$ cat config.mk
export PLATFORM = sky130hd
export DESIGN_NAME = integer_to_roman_numeral
export DESIGN_NICKNAME = d
export VERILOG_FILES = /design/src/rtl/core/itr_pkg.sv /design/src/rtl/core/itr_front.sv /design/src/rtl/core/itr_queue.sv /design/src/rtl/core/itr_back.sv /design/src/rtl/core/integer_to_roman_numeral.sv
export SDC_FILE = /design/constraint.sdc
export NUM_CORES = 1
export LEC_CHECK = 0
export ABC_AREA = 0
export ABC_CLOCK_PERIOD_IN_PS = 5500
export BUFFER_PORTS_ARGS = -buffer_cell sky130_fd_sc_hd__clkbuf_2
export CORE_ASPECT_RATIO = 0.75
export CORE_MARGIN = 2
export CORE_UTILIZATION = 40
export DETAILED_ROUTE_END_ITERATION = 7
export GPL_ROUTABILITY_DRIVEN = 1
export HOLD_SLACK_MARGIN = 0.05
export PLACE_DENSITY = 0.6
export SETUP_SLACK_MARGIN = 0.3
export SLEW_MARGIN = 20
export SYNTH_ARGS = -nofsm -noshare
export SYNTH_HDL_FRONTEND = slang
export SYNTH_SLANG_ARGS = --single-unit
$ cat constraint.sdc
create_clock -name clk -period 5.5 [get_ports clk]
set_clock_uncertainty 0.15 [all_clocks]
set_input_delay 0.55 -clock clk [delete_from_list [all_inputs] [get_ports clk]]
set_output_delay 0.55 -clock clk [all_outputs]
set_load 0.01 [all_outputs]
$ cat src/rtl/core/itr_pkg.sv
`default_nettype none
package itr_pkg;

  localparam int unsigned NUM_DIGITS = 4;
  localparam int unsigned MAX_RUN    = 4;

  localparam logic [7:0] ASCII_M = 8'h4D;
  localparam logic [7:0] ASCII_D = 8'h44;
  localparam logic [7:0] ASCII_C = 8'h43;
  localparam logic [7:0] ASCII_L = 8'h4C;
  localparam logic [7:0] ASCII_X = 8'h58;
  localparam logic [7:0] ASCII_V = 8'h56;
  localparam logic [7:0] ASCII_I = 8'h49;

  // digit positions, most significant first
  localparam logic [1:0] POS_THOU = 2'd0;
  localparam logic [1:0] POS_HUND = 2'd1;
  localparam logic [1:0] POS_TENS = 2'd2;
  localparam logic [1:0] POS_UNIT = 2'd3;

  typedef enum logic [1:0] {
    SEL_ONE,
    SEL_FIVE,
    SEL_TEN
  } sel_t;

  // letter run for one decimal digit
  typedef struct packed {
    logic [2:0]       len;
    sel_t [MAX_RUN-1:0] sel;
  } digit_plan_t;

  typedef struct packed {
    digit_plan_t [NUM_DIGITS-1:0] dig;
  } item_plan_t;

  function automatic digit_plan_t digit_plan(input logic [3:0] d, input logic thousands);
    digit_plan_t p;
    p.len = 3'd0;
    for (int unsigned j = 0; j < MAX_RUN; j++) begin
      p.sel[j] = SEL_ONE;
    end
    if (thousands) begin
      // no letter for five thousand: additive only
      p.len = d[2:0];
    end else begin
      case (d)
        4'd0: p.len = 3'd0;
        4'd1: p.len = 3'd1;
        4'd2: p.len = 3'd2;
        4'd3: p.len = 3'd3;
        4'd4: begin
          p.len    = 3'd2;
          p.sel[1] = SEL_FIVE;
        end
        4'd5: begin
          p.len    = 3'd1;
          p.sel[0] = SEL_FIVE;
        end
        4'd6: begin
          p.len    = 3'd2;
          p.sel[0] = SEL_FIVE;
        end
        4'd7: begin
          p.len    = 3'd3;
          p.sel[0] = SEL_FIVE;
        end
        4'd8: begin
          p.len    = 3'd4;
          p.sel[0] = SEL_FIVE;
        end
        4'd9: begin
          p.len    = 3'd2;
          p.sel[1] = SEL_TEN;
        end
        default: p.len = 3'd0;
      endcase
    end
    return p;
  endfunction

  function automatic logic [7:0] letter(input logic [1:0] pos, input sel_t sel);
    logic [7:0] c;
    c = ASCII_I;
    case (pos)
      POS_THOU: c = ASCII_M;
      POS_HUND: begin
        case (sel)
          SEL_ONE:  c = ASCII_C;
          SEL_FIVE: c = ASCII_D;
          SEL_TEN:  c = ASCII_M;
          default:  c = ASCII_C;
        endcase
      end
      POS_TENS: begin
        case (sel)
          SEL_ONE:  c = ASCII_X;
          SEL_FIVE: c = ASCII_L;
          SEL_TEN:  c = ASCII_C;
          default:  c = ASCII_X;
        endcase
      end
      POS_UNIT: begin
        case (sel)
          SEL_ONE:  c = ASCII_I;
          SEL_FIVE: c = ASCII_V;
          SEL_TEN:  c = ASCII_X;
          default:  c = ASCII_I;
        endcase
      end
      default: c = ASCII_I;
    endcase
    return c;
  endfunction

endpackage
`default_nettype wire

$ cat src/rtl/core/itr_front.sv
`default_nettype none
module itr_front (
  input  wire logic               clk,
  input  wire logic               rst,
  input  wire logic               item_valid,
  output logic                    item_stall,
  input  wire logic [11:0]        value,
  output logic                    enq_valid,
  output itr_pkg::item_plan_t     enq_data,
  input  wire logic               q_full
);

  logic       s1_valid;
  logic [2:0] s1_thou;
  logic [9:0] s1_rem;
  logic       s2_valid;
  logic [2:0] s2_thou;
  logic [3:0] s2_hund;
  logic [6:0] s2_rem;

  logic       s1_free, s2_free, s1_move, accept;
  logic [2:0] thou;
  logic [9:0] rem_thou;
  logic [3:0] hund;
  logic [6:0] rem_hund;
  logic [3:0] tens;
  logic [3:0] unit;

  assign s2_free    = !s2_valid || !q_full;
  assign s1_move    = s1_valid && s2_free;
  assign s1_free    = !s1_valid || s2_free;
  assign item_stall = !s1_free;
  assign accept     = item_valid && s1_free;

  // thousands split
  always_comb begin
    if (value >= 12'd4000) begin
      thou = 3'd4;  rem_thou = 10'(value - 12'd4000);
    end else if (value >= 12'd3000) begin
      thou = 3'd3;  rem_thou = 10'(value - 12'd3000);
    end else if (value >= 12'd2000) begin
      thou = 3'd2;  rem_thou = 10'(value - 12'd2000);
    end else if (value >= 12'd1000) begin
      thou = 3'd1;  rem_thou = 10'(value - 12'd1000);
    end else begin
      thou = 3'd0;  rem_thou = value[9:0];
    end
  end

  // hundreds split, remainder below 1000
  always_comb begin
    if      (s1_rem >= 10'd900) begin hund = 4'd9; rem_hund = 7'(s1_rem - 10'd900); end
    else if (s1_rem >= 10'd800) begin hund = 4'd8; rem_hund = 7'(s1_rem - 10'd800); end
    else if (s1_rem >= 10'd700) begin hund = 4'd7; rem_hund = 7'(s1_rem - 10'd700); end
    else if (s1_rem >= 10'd600) begin hund = 4'd6; rem_hund = 7'(s1_rem - 10'd600); end
    else if (s1_rem >= 10'd500) begin hund = 4'd5; rem_hund = 7'(s1_rem - 10'd500); end
    else if (s1_rem >= 10'd400) begin hund = 4'd4; rem_hund = 7'(s1_rem - 10'd400); end
    else if (s1_rem >= 10'd300) begin hund = 4'd3; rem_hund = 7'(s1_rem - 10'd300); end
    else if (s1_rem >= 10'd200) begin hund = 4'd2; rem_hund = 7'(s1_rem - 10'd200); end
    else if (s1_rem >= 10'd100) begin hund = 4'd1; rem_hund = 7'(s1_rem - 10'd100); end
    else begin hund = 4'd0; rem_hund = s1_rem[6:0]; end
  end

  // tens and units, remainder below 100
  always_comb begin
    if      (s2_rem >= 7'd90) begin tens = 4'd9; unit = 4'(s2_rem - 7'd90); end
    else if (s2_rem >= 7'd80) begin tens = 4'd8; unit = 4'(s2_rem - 7'd80); end
    else if (s2_rem >= 7'd70) begin tens = 4'd7; unit = 4'(s2_rem - 7'd70); end
    else if (s2_rem >= 7'd60) begin tens = 4'd6; unit = 4'(s2_rem - 7'd60); end
    else if (s2_rem >= 7'd50) begin tens = 4'd5; unit = 4'(s2_rem - 7'd50); end
    else if (s2_rem >= 7'd40) begin tens = 4'd4; unit = 4'(s2_rem - 7'd40); end
    else if (s2_rem >= 7'd30) begin tens = 4'd3; unit = 4'(s2_rem - 7'd30); end
    else if (s2_rem >= 7'd20) begin tens = 4'd2; unit = 4'(s2_rem - 7'd20); end
    else if (s2_rem >= 7'd10) begin tens = 4'd1; unit = 4'(s2_rem - 7'd10); end
    else begin tens = 4'd0; unit = s2_rem[3:0]; end
  end

  assign enq_valid = s2_valid;
  always_comb begin
    enq_data.dig[itr_pkg::POS_THOU] = itr_pkg::digit_plan({1'b0, s2_thou}, 1'b1);
    enq_data.dig[itr_pkg::POS_HUND] = itr_pkg::digit_plan(s2_hund, 1'b0);
    enq_data.dig[itr_pkg::POS_TENS] = itr_pkg::digit_plan(tens, 1'b0);
    enq_data.dig[itr_pkg::POS_UNIT] = itr_pkg::digit_plan(unit, 1'b0);
  end

  always_ff @(posedge clk) begin
    if (rst) begin
      s1_valid <= 1'b0;
      s2_valid <= 1'b0;
    end else begin
      if (s1_free) begin
        s1_valid <= item_valid;
      end
      if (s2_free) begin
        s2_valid <= s1_valid;
      end
    end
  end

  always_ff @(posedge clk) begin
    if (accept) begin
      s1_thou <= thou;
      s1_rem  <= rem_thou;
    end
    if (s1_move) begin
      s2_thou <= s1_thou;
      s2_hund <= hund;
      s2_rem  <= rem_hund;
    end
  end

endmodule
`default_nettype wire

$ cat src/rtl/core/itr_queue.sv
`default_nettype none
module itr_queue #(
  parameter int unsigned DEPTH = 2
) (
  input  wire logic               clk,
  input  wire logic               rst,
  input  wire logic               enq_valid,
  input  wire itr_pkg::item_plan_t enq_data,
  output logic                    full,
  output logic                    empty,
  input  wire logic               pop,
  output itr_pkg::item_plan_t     head
);

  localparam int unsigned PW = (DEPTH > 1) ? $clog2(DEPTH) : 1;
  localparam int unsigned CW = $clog2(DEPTH + 1);

  itr_pkg::item_plan_t mem [DEPTH];
  logic [PW-1:0] wr_ptr;
  logic [PW-1:0] rd_ptr;
  logic [CW-1:0] count;
  logic          push;

  assign full  = (count == CW'(DEPTH));
  assign empty = (count == '0);
  assign push  = enq_valid && !full;
  assign head  = mem[rd_ptr];

  always_ff @(posedge clk) begin
    if (rst) begin
      wr_ptr <= '0;
      rd_ptr <= '0;
      count  <= '0;
    end else begin
      if (push) begin
        wr_ptr <= (wr_ptr == PW'(DEPTH - 1)) ? '0 : wr_ptr + 1'b1;
      end
      if (pop) begin
        rd_ptr <= (rd_ptr == PW'(DEPTH - 1)) ? '0 : rd_ptr + 1'b1;
      end
      if (push && !pop) begin
        count <= count + 1'b1;
      end else if (pop && !push) begin
        count <= count - 1'b1;
      end
    end
  end

  always_ff @(posedge clk) begin
    if (push) begin
      mem[wr_ptr] <= enq_data;
    end
  end

endmodule
`default_nettype wire

$ cat src/rtl/core/itr_back.sv
`default_nettype none
module itr_back (
  input  wire logic               clk,
  input  wire logic               rst,
  input  wire logic               q_empty,
  input  wire itr_pkg::item_plan_t head,
  output logic                    pop,
  output logic                    char_valid,
  input  wire logic               char_stall,
  output logic [7:0]              symbol,
  output logic                    has_symbol,
  output logic                    last
);

  logic       started;
  logic [3:0] remain;
  logic [1:0] k;

  logic [3:0] head_mask;
  logic [3:0] cur_mask;
  logic [3:0] rest_mask;
  logic [1:0] pos;
  logic [2:0] cur_len;
  logic       digit_done;
  logic       fire;
  logic       last_next;
  logic [7:0] symbol_next;
  itr_pkg::sel_t cur_sel;

  always_comb begin
    for (int i = 0; i < itr_pkg::NUM_DIGITS; i++) begin
      head_mask[i] = (head.dig[i].len != 3'd0);
    end
  end

  assign cur_mask = started ? remain : head_mask;

  // lowest set bit is the most significant digit still to go
  always_comb begin
    pos = 2'd0;
    for (int i = itr_pkg::NUM_DIGITS - 1; i >= 0; i--) begin
      if (cur_mask[i]) begin
        pos = 2'(i);
      end
    end
  end

  assign cur_len     = head.dig[pos].len;
  assign cur_sel     = head.dig[pos].sel[k];
  assign digit_done  = ({1'b0, k} == cur_len - 3'd1);
  assign rest_mask   = cur_mask & ~(4'b0001 << pos);
  assign last_next   = (cur_mask == 4'd0) || (digit_done && (rest_mask == 4'd0));
  assign symbol_next = (cur_mask == 4'd0) ? 8'd0 : itr_pkg::letter(pos, cur_sel);

  assign fire = !q_empty && (!char_valid || !char_stall);
  assign pop  = fire && last_next;

  always_ff @(posedge clk) begin
    if (rst) begin
      char_valid <= 1'b0;
      started    <= 1'b0;
      remain     <= 4'd0;
      k          <= 2'd0;
    end else begin
      if (fire) begin
        char_valid <= 1'b1;
        if (last_next) begin
          started <= 1'b0;
          k       <= 2'd0;
        end else begin
          started <= 1'b1;
          if (digit_done) begin
            remain <= rest_mask;
            k      <= 2'd0;
          end else begin
            remain <= cur_mask;
            k      <= k + 2'd1;
          end
        end
      end else if (!char_stall) begin
        char_valid <= 1'b0;
      end
    end
  end

  always_ff @(posedge clk) begin
    if (fire) begin
      symbol     <= symbol_next;
      has_symbol <= (cur_mask != 4'd0);
      last       <= last_next;
    end
  end

endmodule
`default_nettype wire

$ cat src/rtl/core/integer_to_roman_numeral.sv
// Integer to Roman numeral converter. Each input word is a 12-bit value
// (0..3999 nominally; 4000..4095 gives a leading MMMM) and produces its
// numeral as one output word per ASCII letter, most significant first, with
// last set on the final letter. A zero input gives a single word with
// has_symbol low and last high. While char_stall is low and the queue is not
// empty, the output runs at one letter per cycle without gaps between items;
// an item gives one output word per letter of its numeral, 1 to 15 words.
// An input value reaches the first letter through two digit-split stages,
// the queue and the output register. The digit queue (QUEUE_DEPTH entries)
// lets new values be split while a long numeral is still being sent.
`default_nettype none
module integer_to_roman_numeral #(
  parameter int unsigned QUEUE_DEPTH = 2
) (
  input  wire logic        clk,
  input  wire logic        rst,
  input  wire logic        item_valid,
  output logic             item_stall,
  input  wire logic [11:0] value,
  output logic             char_valid,
  input  wire logic        char_stall,
  output logic [7:0]       symbol,
  output logic             has_symbol,
  output logic             last
);

  logic                enq_valid;
  itr_pkg::item_plan_t enq_data;
  itr_pkg::item_plan_t head;
  logic                q_full;
  logic                q_empty;
  logic                pop;

  itr_front u_front (
    .clk        (clk),
    .rst        (rst),
    .item_valid (item_valid),
    .item_stall (item_stall),
    .value      (value),
    .enq_valid  (enq_valid),
    .enq_data   (enq_data),
    .q_full     (q_full)
  );

  itr_queue #(
    .DEPTH (QUEUE_DEPTH)
  ) u_queue (
    .clk       (clk),
    .rst       (rst),
    .enq_valid (enq_valid),
    .enq_data  (enq_data),
    .full      (q_full),
    .empty     (q_empty),
    .pop       (pop),
    .head      (head)
  );

  itr_back u_back (
    .clk        (clk),
    .rst        (rst),
    .q_empty    (q_empty),
    .head       (head),
    .pop        (pop),
    .char_valid (char_valid),
    .char_stall (char_stall),
    .symbol     (symbol),
    .has_symbol (has_symbol),
    .last       (last)
  );

endmodule
`default_nettype wire

### After elaboration in Yosys (flattened, before gate mapping)

Memory sizes are Yosys's and may differ from the RTL's. A register that Yosys moved wholly into a read port is not among the register bits.
Cells that the tools add are included.

| operators by class | value |
|---|---|
| muxes and demuxes | 78 |
| shifts and indexed selects | 1 |
| eq/ne operators | 35 |
| add/sub/neg operators | 28 |
| reductions and logical operators | 45 |
| magnitude comparators | 24 |
| bitwise logic cells | 3 |

Operators with widths:

| operator | count |
|---|---|
| $mux W4 | 25 |
| $mux W7 | 9 |
| $eq A4 B3 Y1 const B | 12 |
| $ge A10 B10 Y1 const B | 4 |
| $mux W10 | 4 |
| $sub A10 B10 Y10 const B | 4 |
| $pmux W3 S4 | 3 |
| $pmux W8 S4 | 1 |
| $ge A10 B9 Y1 const B | 3 |
| $sub A7 B7 Y7 const B | 4 |
| $eq A4 B2 Y1 const B | 6 |
| $eq A4 B4 Y1 const B | 6 |
| $ge A12 B12 Y1 const B | 2 |
| $reduce_or A4 Y1 | 6 |
| $bmux W11 S2 | 1 |
| $ge A7 B6 Y1 const B | 3 |
| $ge A7 B7 Y1 const B | 3 |
| $sub A7 B6 Y7 const B | 3 |
| $pmux W5 S2 | 2 |
| $sub A4 B4 Y4 const B | 5 |
| $mux W2 | 9 |
| $mux W1 | 16 |
| $ge A7 B5 Y1 const B | 2 |
| $reduce_or A2 Y1 | 7 |
| 38 further kinds | 74 |

| storage, ports and cells | value |
|---|---|
| input bits | 16 |
| output and inout port bits | 12 |
| memories | 1 |
| memory bits (writable) | 42 |
| logic and storage cells | 233 |
| flip-flop bits (word level) | 51 |

Memories:

| name | words | bits a word | rd ports | clocked after memory_dff | wr ports | RTL line | source |
|---|---|---|---|---|---|---|---|
| u_queue.mem | 2 | 21 | 1 | 1 | 1 | itr_queue.sv:18 | `itr_pkg::item_plan_t mem [DEPTH];` |

### Longest topological paths before layout

| depth | value |
|---|---|
| depth after elaboration | 16 |
| depth in mapped cells | 18 |
| mapped depth without buffers | 16 |

### Cells and area by module

From an unflattened synthesis, not the netlist that was laid out.

| unflattened totals | value |
|---|---|
| cell total of the unflattened synthesis | 762 |
| area total of the unflattened synthesis | 8,231.6 µm² |

Modules (own cells, without submodules):

| module | cells an instance | times used | seq. area each (µm²) | area an instance (µm²) |
|---|---|---|---|---|
| itr_queue | 162 | 1 | 2,742.6 | 3,379.5 |
| itr_front | 413 | 1 | 850.8 | 3,378.2 |
| itr_back | 187 | 1 | 400.4 | 1,473.9 |

### Worst setup path before layout

No wires, ideal clock.

| timing path | value |
|---|---|
| kind | flip-flop to flip-flop |
| start point | register (tool-made name) |
| end point | register u_queue.count[1] |
| cell stages (with the launch flop) | 18 |
| data arrival time | 3.843 ns |
| data required time | 5.279 ns |
| path slack | 1.437 ns |
| buffers on the path | 2 |
| library setup time | 0.071 ns |
| period minus slack after synthesis | 4.063 ns |
| cells stage by stage | dfxtp_1 -> buf_6 -> or4b_2 -> a21bo_2 -> and2_0 -> clkbuf_1 -> nor2_2 -> nand3_1 -> o32ai_1 -> nor3_1 -> ha_1 -> xor2_1 -> o311ai_2 -> o21ai_0 -> nand2_1 -> ha_1 -> or3_1 -> a21oi_1 |

RTL lines:

| item | RTL line | source |
|---|---|---|
| end signal, assigned | itr_queue.sv:42 | `count <= count + 1'b1;` |
| end signal, assigned | itr_queue.sv:44 | `count <= count - 1'b1;` |
| end, declared | itr_queue.sv:21 | `logic [CW-1:0] count;` |

### Final worst setup path

| timing path | value |
|---|---|
| start point | register u_back.started |
| end point | register u_queue.count[1] |

| between the ends | value |
|---|---|
| longest elaborated chain between the ends | 15 |
| elaborated cells on any way between the ends | 22 |
| classes of those cells | add/sub: 1; eq/ne: 1; shift: 1; mux: 8; bitwise: 2; reduce/logical: 9 |

Ends and longest elaborated chain:

| item | RTL line | source |
|---|---|---|
| start, declared | itr_back.sv:15 | `logic started;` |
| start signal, assigned | itr_back.sv:61 | `started <= 1'b0;` |
| start signal, assigned | itr_back.sv:68 | `started <= 1'b0;` |
| start signal, assigned | itr_back.sv:71 | `started <= 1'b1;` |
| $mux W4 (*) | itr_back.sv:36 | `assign cur_mask = started ? remain : head_mask;` |
| $mux W2 (4 in a row) | itr_back.sv:42 | `if (cur_mask[i]) begin` |
| $bmux W11 S2 or $shl A1 B2 Y4 (tied branches) | itr_back.sv:48, itr_back.sv:51 |  |
| $mux W11 (not written as such) or $not A4 Y4 (tied branches) | itr_back.sv:48, itr_back.sv:51 |  |
| $sub A3 B1 Y3 or $and A4 B4 Y4 (tied branches) | itr_back.sv:50, itr_back.sv:51 |  |
| $eq A2 B3 Y1 or $logic_not A4 Y1 (tied branches) | itr_back.sv:50, itr_back.sv:52 |  |
| $logic_and A1 B1 Y1 | itr_back.sv:52 | `assign last_next = (cur_mask == 4'd0) \|\| (digit_done && (rest_mask == 4'd0));` |
| $logic_or A1 B1 Y1 (*) | itr_back.sv:52 |  |
| via u_back.last_next | itr_back.sv:26 | `logic last_next;` |
| $logic_and A1 B1 Y1 (*) | itr_back.sv:56 | `assign pop = fire && last_next;` |
| $logic_not A1 Y1 | itr_queue.sv:41 | `if (push && !pop) begin` |
| $logic_and A1 B1 Y1 | itr_queue.sv:41 |  |
| $mux W2 or $reduce_bool A2 Y1 (tied branches) | - |  |

Mark *: on every way through the listed nets, which the timed path passes. The rest lies on a longest branch. The select of a mux whose other input is x is not followed.
A chain may end at the register's enable or synchronous reset.

==> impl_results.md <==
* Outcome: finished, final reports clean
* Grt ovf at 0
* Sequential fraction of the synthesis area at 42.5%
* Top area cells in the synthesized netlist: edfxtp_1, ha_1, dfxtp_1
* RSZ-0062 raised after global routing: no
* Clk_lat worst skew at 0.34 ns
* Tcrit/Tclk final at 85.9%
* Switching share of power at 28.5%
* Initial Util at 40.6%
* Final Util at 44.6%
* Clock share of power at 33.9%
* Final setup margin at 0.774 ns
* LEAKAGE at 2.42 nW
* Yosys warnings at 0
* Max Fclk at 0.212 GHz
* Final #Nets at 697
* Crit end category: register
* Slew Limit Fails at 0
* PD cells at 288 nW/µm²
* Total setup buffers inserted after CTS at 0
* VDD IR max at 0.193 mV
* Worst-path clk slew at 0.06 ns
* Final hold vios at 0
* DRT Pass-1 Iters at 5
* R2R Setup Slk at 0.77 ns
* Vias/cell at 5.82
* Number of buffers created by CTS at 9
* Ys async rst share at 0%
* Top cell type's share of synthesized area at 37.6%
* Slowest-stage cell, CP: or4b_2
* Reg2reg end: u_queue.count[1]
* DRC Markers at 0
* Pre-CTS WS at 0.910 ns
* Diode count at 0
* Final min period at 4.73 ns
* Worst Hold Path EP: u_front.s1_rem[2]
* Avg Cell Area, Syn at 9.75 µm²
* Fill cells at 1,429
* Average routed wire per standard cell at 16.5 µm
* Post-Syn Area at 6140 µm²
* Drt total wl at 14,100 µm
* CTS tree: done
* Vias in the first global route at 4,630
* H-tree Lvls at 3
* Flop pwr share at 44.5%
* Max-cap viol count at 0
* Pwr Total at 0.00194 W
* Hold-fix buffers, CTS at 0
* Final std cells w/o fill at 853
* Seq cells post-synth at 92
* Antenna viol nets, final at 0
* First-pass GRT wire length at 23,400 µm
* Layout cells sized above 1 at 11.6%
* Worst EP arrival at 4.83 ns
* Synth area leader: edfxtp_1
* Dpl hpwl at 10,500 µm
* Ports at 28
* Die Wd at 147 µm
* Port Buffer Count at 25
* R2R cell count at 15
* Cts repair resizes at 0
* CP max stage delay at 0.74 ns
* Slew Limit Headroom at 33.9%
* Top Family by Delay on Critical Path: simple AND/OR/NAND/NOR gates
* Hold Crit Class: input port to register
* Sink Count at 92
* Pin count of the biggest net entering global routing at 22
* Synth unique cells at 83
* Gate Count Post-Synth at 630
* Initial drt markers at 553
* Area grow syn2layout at 9.94%
* Total Neg Setup Slack at 0 ns
* CP startpoint kind: register
* P_int at 0.00139 W
* EDFF count, synth at 77
* Sw power at 0.000553 W
* Buffers & Inverters on Critical Path at 0
* Initial antenna violation count at 0
* Final setup fails at 0
* Die ar. at 16,400 µm²
* Clock root cell: clkbuf_16
* Top FF cell, synth: edfxtp_1
* Cell row count at 39
* Worst Hold Launch: value[2]
* Commonest cells post-synth: edfxtp_1, nand2_1, nor2_1
* Count leader, synth: edfxtp_1
* Placer Congestion at 0.912
* Logic pwr share at 21.6%
* R2R Path Start: u_back.started
* Critical Path Fanout Max at 16
* DR vias at 4,966
* Clock buffer depth at 2
* Critical path class: register to register
* CP required at 5.61 ns
* CP cell instances: or4b_2, a21bo_2, and2_0, nor2_2, nand3_1, o32ai_1, nor3_1, ha_1, xor2_1, o311ai_2, o21ai_0, nand2_1, ha_1, or3_1, a21oi_1
* Placed Cells at 837
* Worst Hold Depth at 1
* Cell repeated most along the worst path: ha_1
* Core area at 15,100 µm²
* Die Y at 111 µm
* GRT Total Usage at 17.6%
* Worst Tran Pin Value at 0.992 ns
[how the worst max path moves through the flow]
stage | slack [ns] | end | depth (start not counted) | from
2_1_floorplan | 1.44 | u_queue.count[1] | 17 | register
3_3_place_gp | 1.03 | u_queue.count[1] | 15 | u_back.started
3_5_place_dp | 0.91 | u_queue.count[1] | 15 | u_back.started
4_1_cts | 0.84 | u_queue.count[1] | 15 | u_back.started
5_1_grt | 0.53 | u_queue.count[1] | 15 | u_back.started
6_report | 0.77 | u_queue.count[1] | 15 | u_back.started
[logic make-up after synthesis]
kind of cell | synth area share [%]
adder cells (fa/ha/maj) | 7.74
flip-flops | 42.5
AND/OR/NAND/NOR | 18.1
XOR/XNOR | 2.69
other | 0.0610
AO/OA/AOI/OAI | 21.6
buffers and inverters | 3.73
multiplexers | 3.52
[cell usage in the layout (no fill, tap or decap), types with 5 or more instances in the layout]
master     instances
ha_1              38
inv_1             25
o21ai_1            6
o21ai_0           32
clkbuf_2          25
nor2b_1           15
mux2_2             5
nor3_1            19
nand2b_1           9
a221oi_1           5
nor3b_1            5
dfxtp_1           15
a31oi_1           15
nand3_1            9
a21oi_1           42
a21boi_0           5
nor4b_1            5
a211oi_1           6
mux2i_1           16
o22ai_1            6
clkbuf_16          9
edfxtp_1          77
o31ai_1            6
xnor2_1           11
nor2_1            54
nand2_1           61
nand3b_1           8
and2_1             5
or3_1              6
xor2_1             6
[flip-flops by register name, indices dropped and copies added (netlist names), named ones only]
signal / flops
u_queue.mem: 42
u_front.s1_rem: 10
u_front.s2_rem: 7
u_back.symbol: 6
u_back.remain: 4
u_front.s2_hund: 4
u_front.s1_thou: 3
u_front.s2_thou: 3
u_back.k: 2
u_queue.count: 2
u_back.char_valid: 1
u_back.has_symbol: 1
u_back.last: 1
u_back.started: 1
u_front.enq_valid: 1
u_front.s1_valid: 1
u_queue.rd_ptr: 1
u_queue.wr_ptr: 1
[power by group through the flow]
stage	Combinational [W]	Sequential, W	Clock (W)
finish	0.000419	0.000865	0.000659
global placement	0.000404	0.000878	0
global route	0.000467	0.000872	0.000702
floorplan	0.000334	0.000847	0
detailed placement	0.000410	0.000879	0
CTS	0.000413	0.000864	0.000673
[through the flow]
| step | area, µm² | hold WS, ns |
|---|---|---|
| after global routing | 6750 | 0.242 |
| after detailed placement | 6420 | 0.257 |
| after floorplan | 6150 | 0.250 |
| after CTS | 6750 | 0.243 |
| final | 6750 | 0.256 |
| after global placement | 6420 | 0.253 |
[routing by layer]
| metal | GRT usage, % | part of all wire, % | vias up |
|---|---|---|---|
| met3 | 3.91 | 6.5 | 28 |
| met5 | 0 | 0 | - |
| met1 | 25.6 | 48 | 2327 |
| li1 | - | - | 2391 |
| met4 | 4.87 | 1.7 | 0 |
| met2 | 26.4 | 44 | 220 |
[cell type report]
type                       instances  area [µm²]  share of cell area [%]
clock inverter                     4        71.3                    1.06
multi-input combinational        486        3310                    49.0
sequential                        92        2610                    38.7
inverter                          25        93.8                    1.39
clock buffer                      12         256                    3.80
timing repair buffer              29         155                    2.30
tap                              205         256                    3.80
Note: power is estimated with default switching activity, not from simulation.
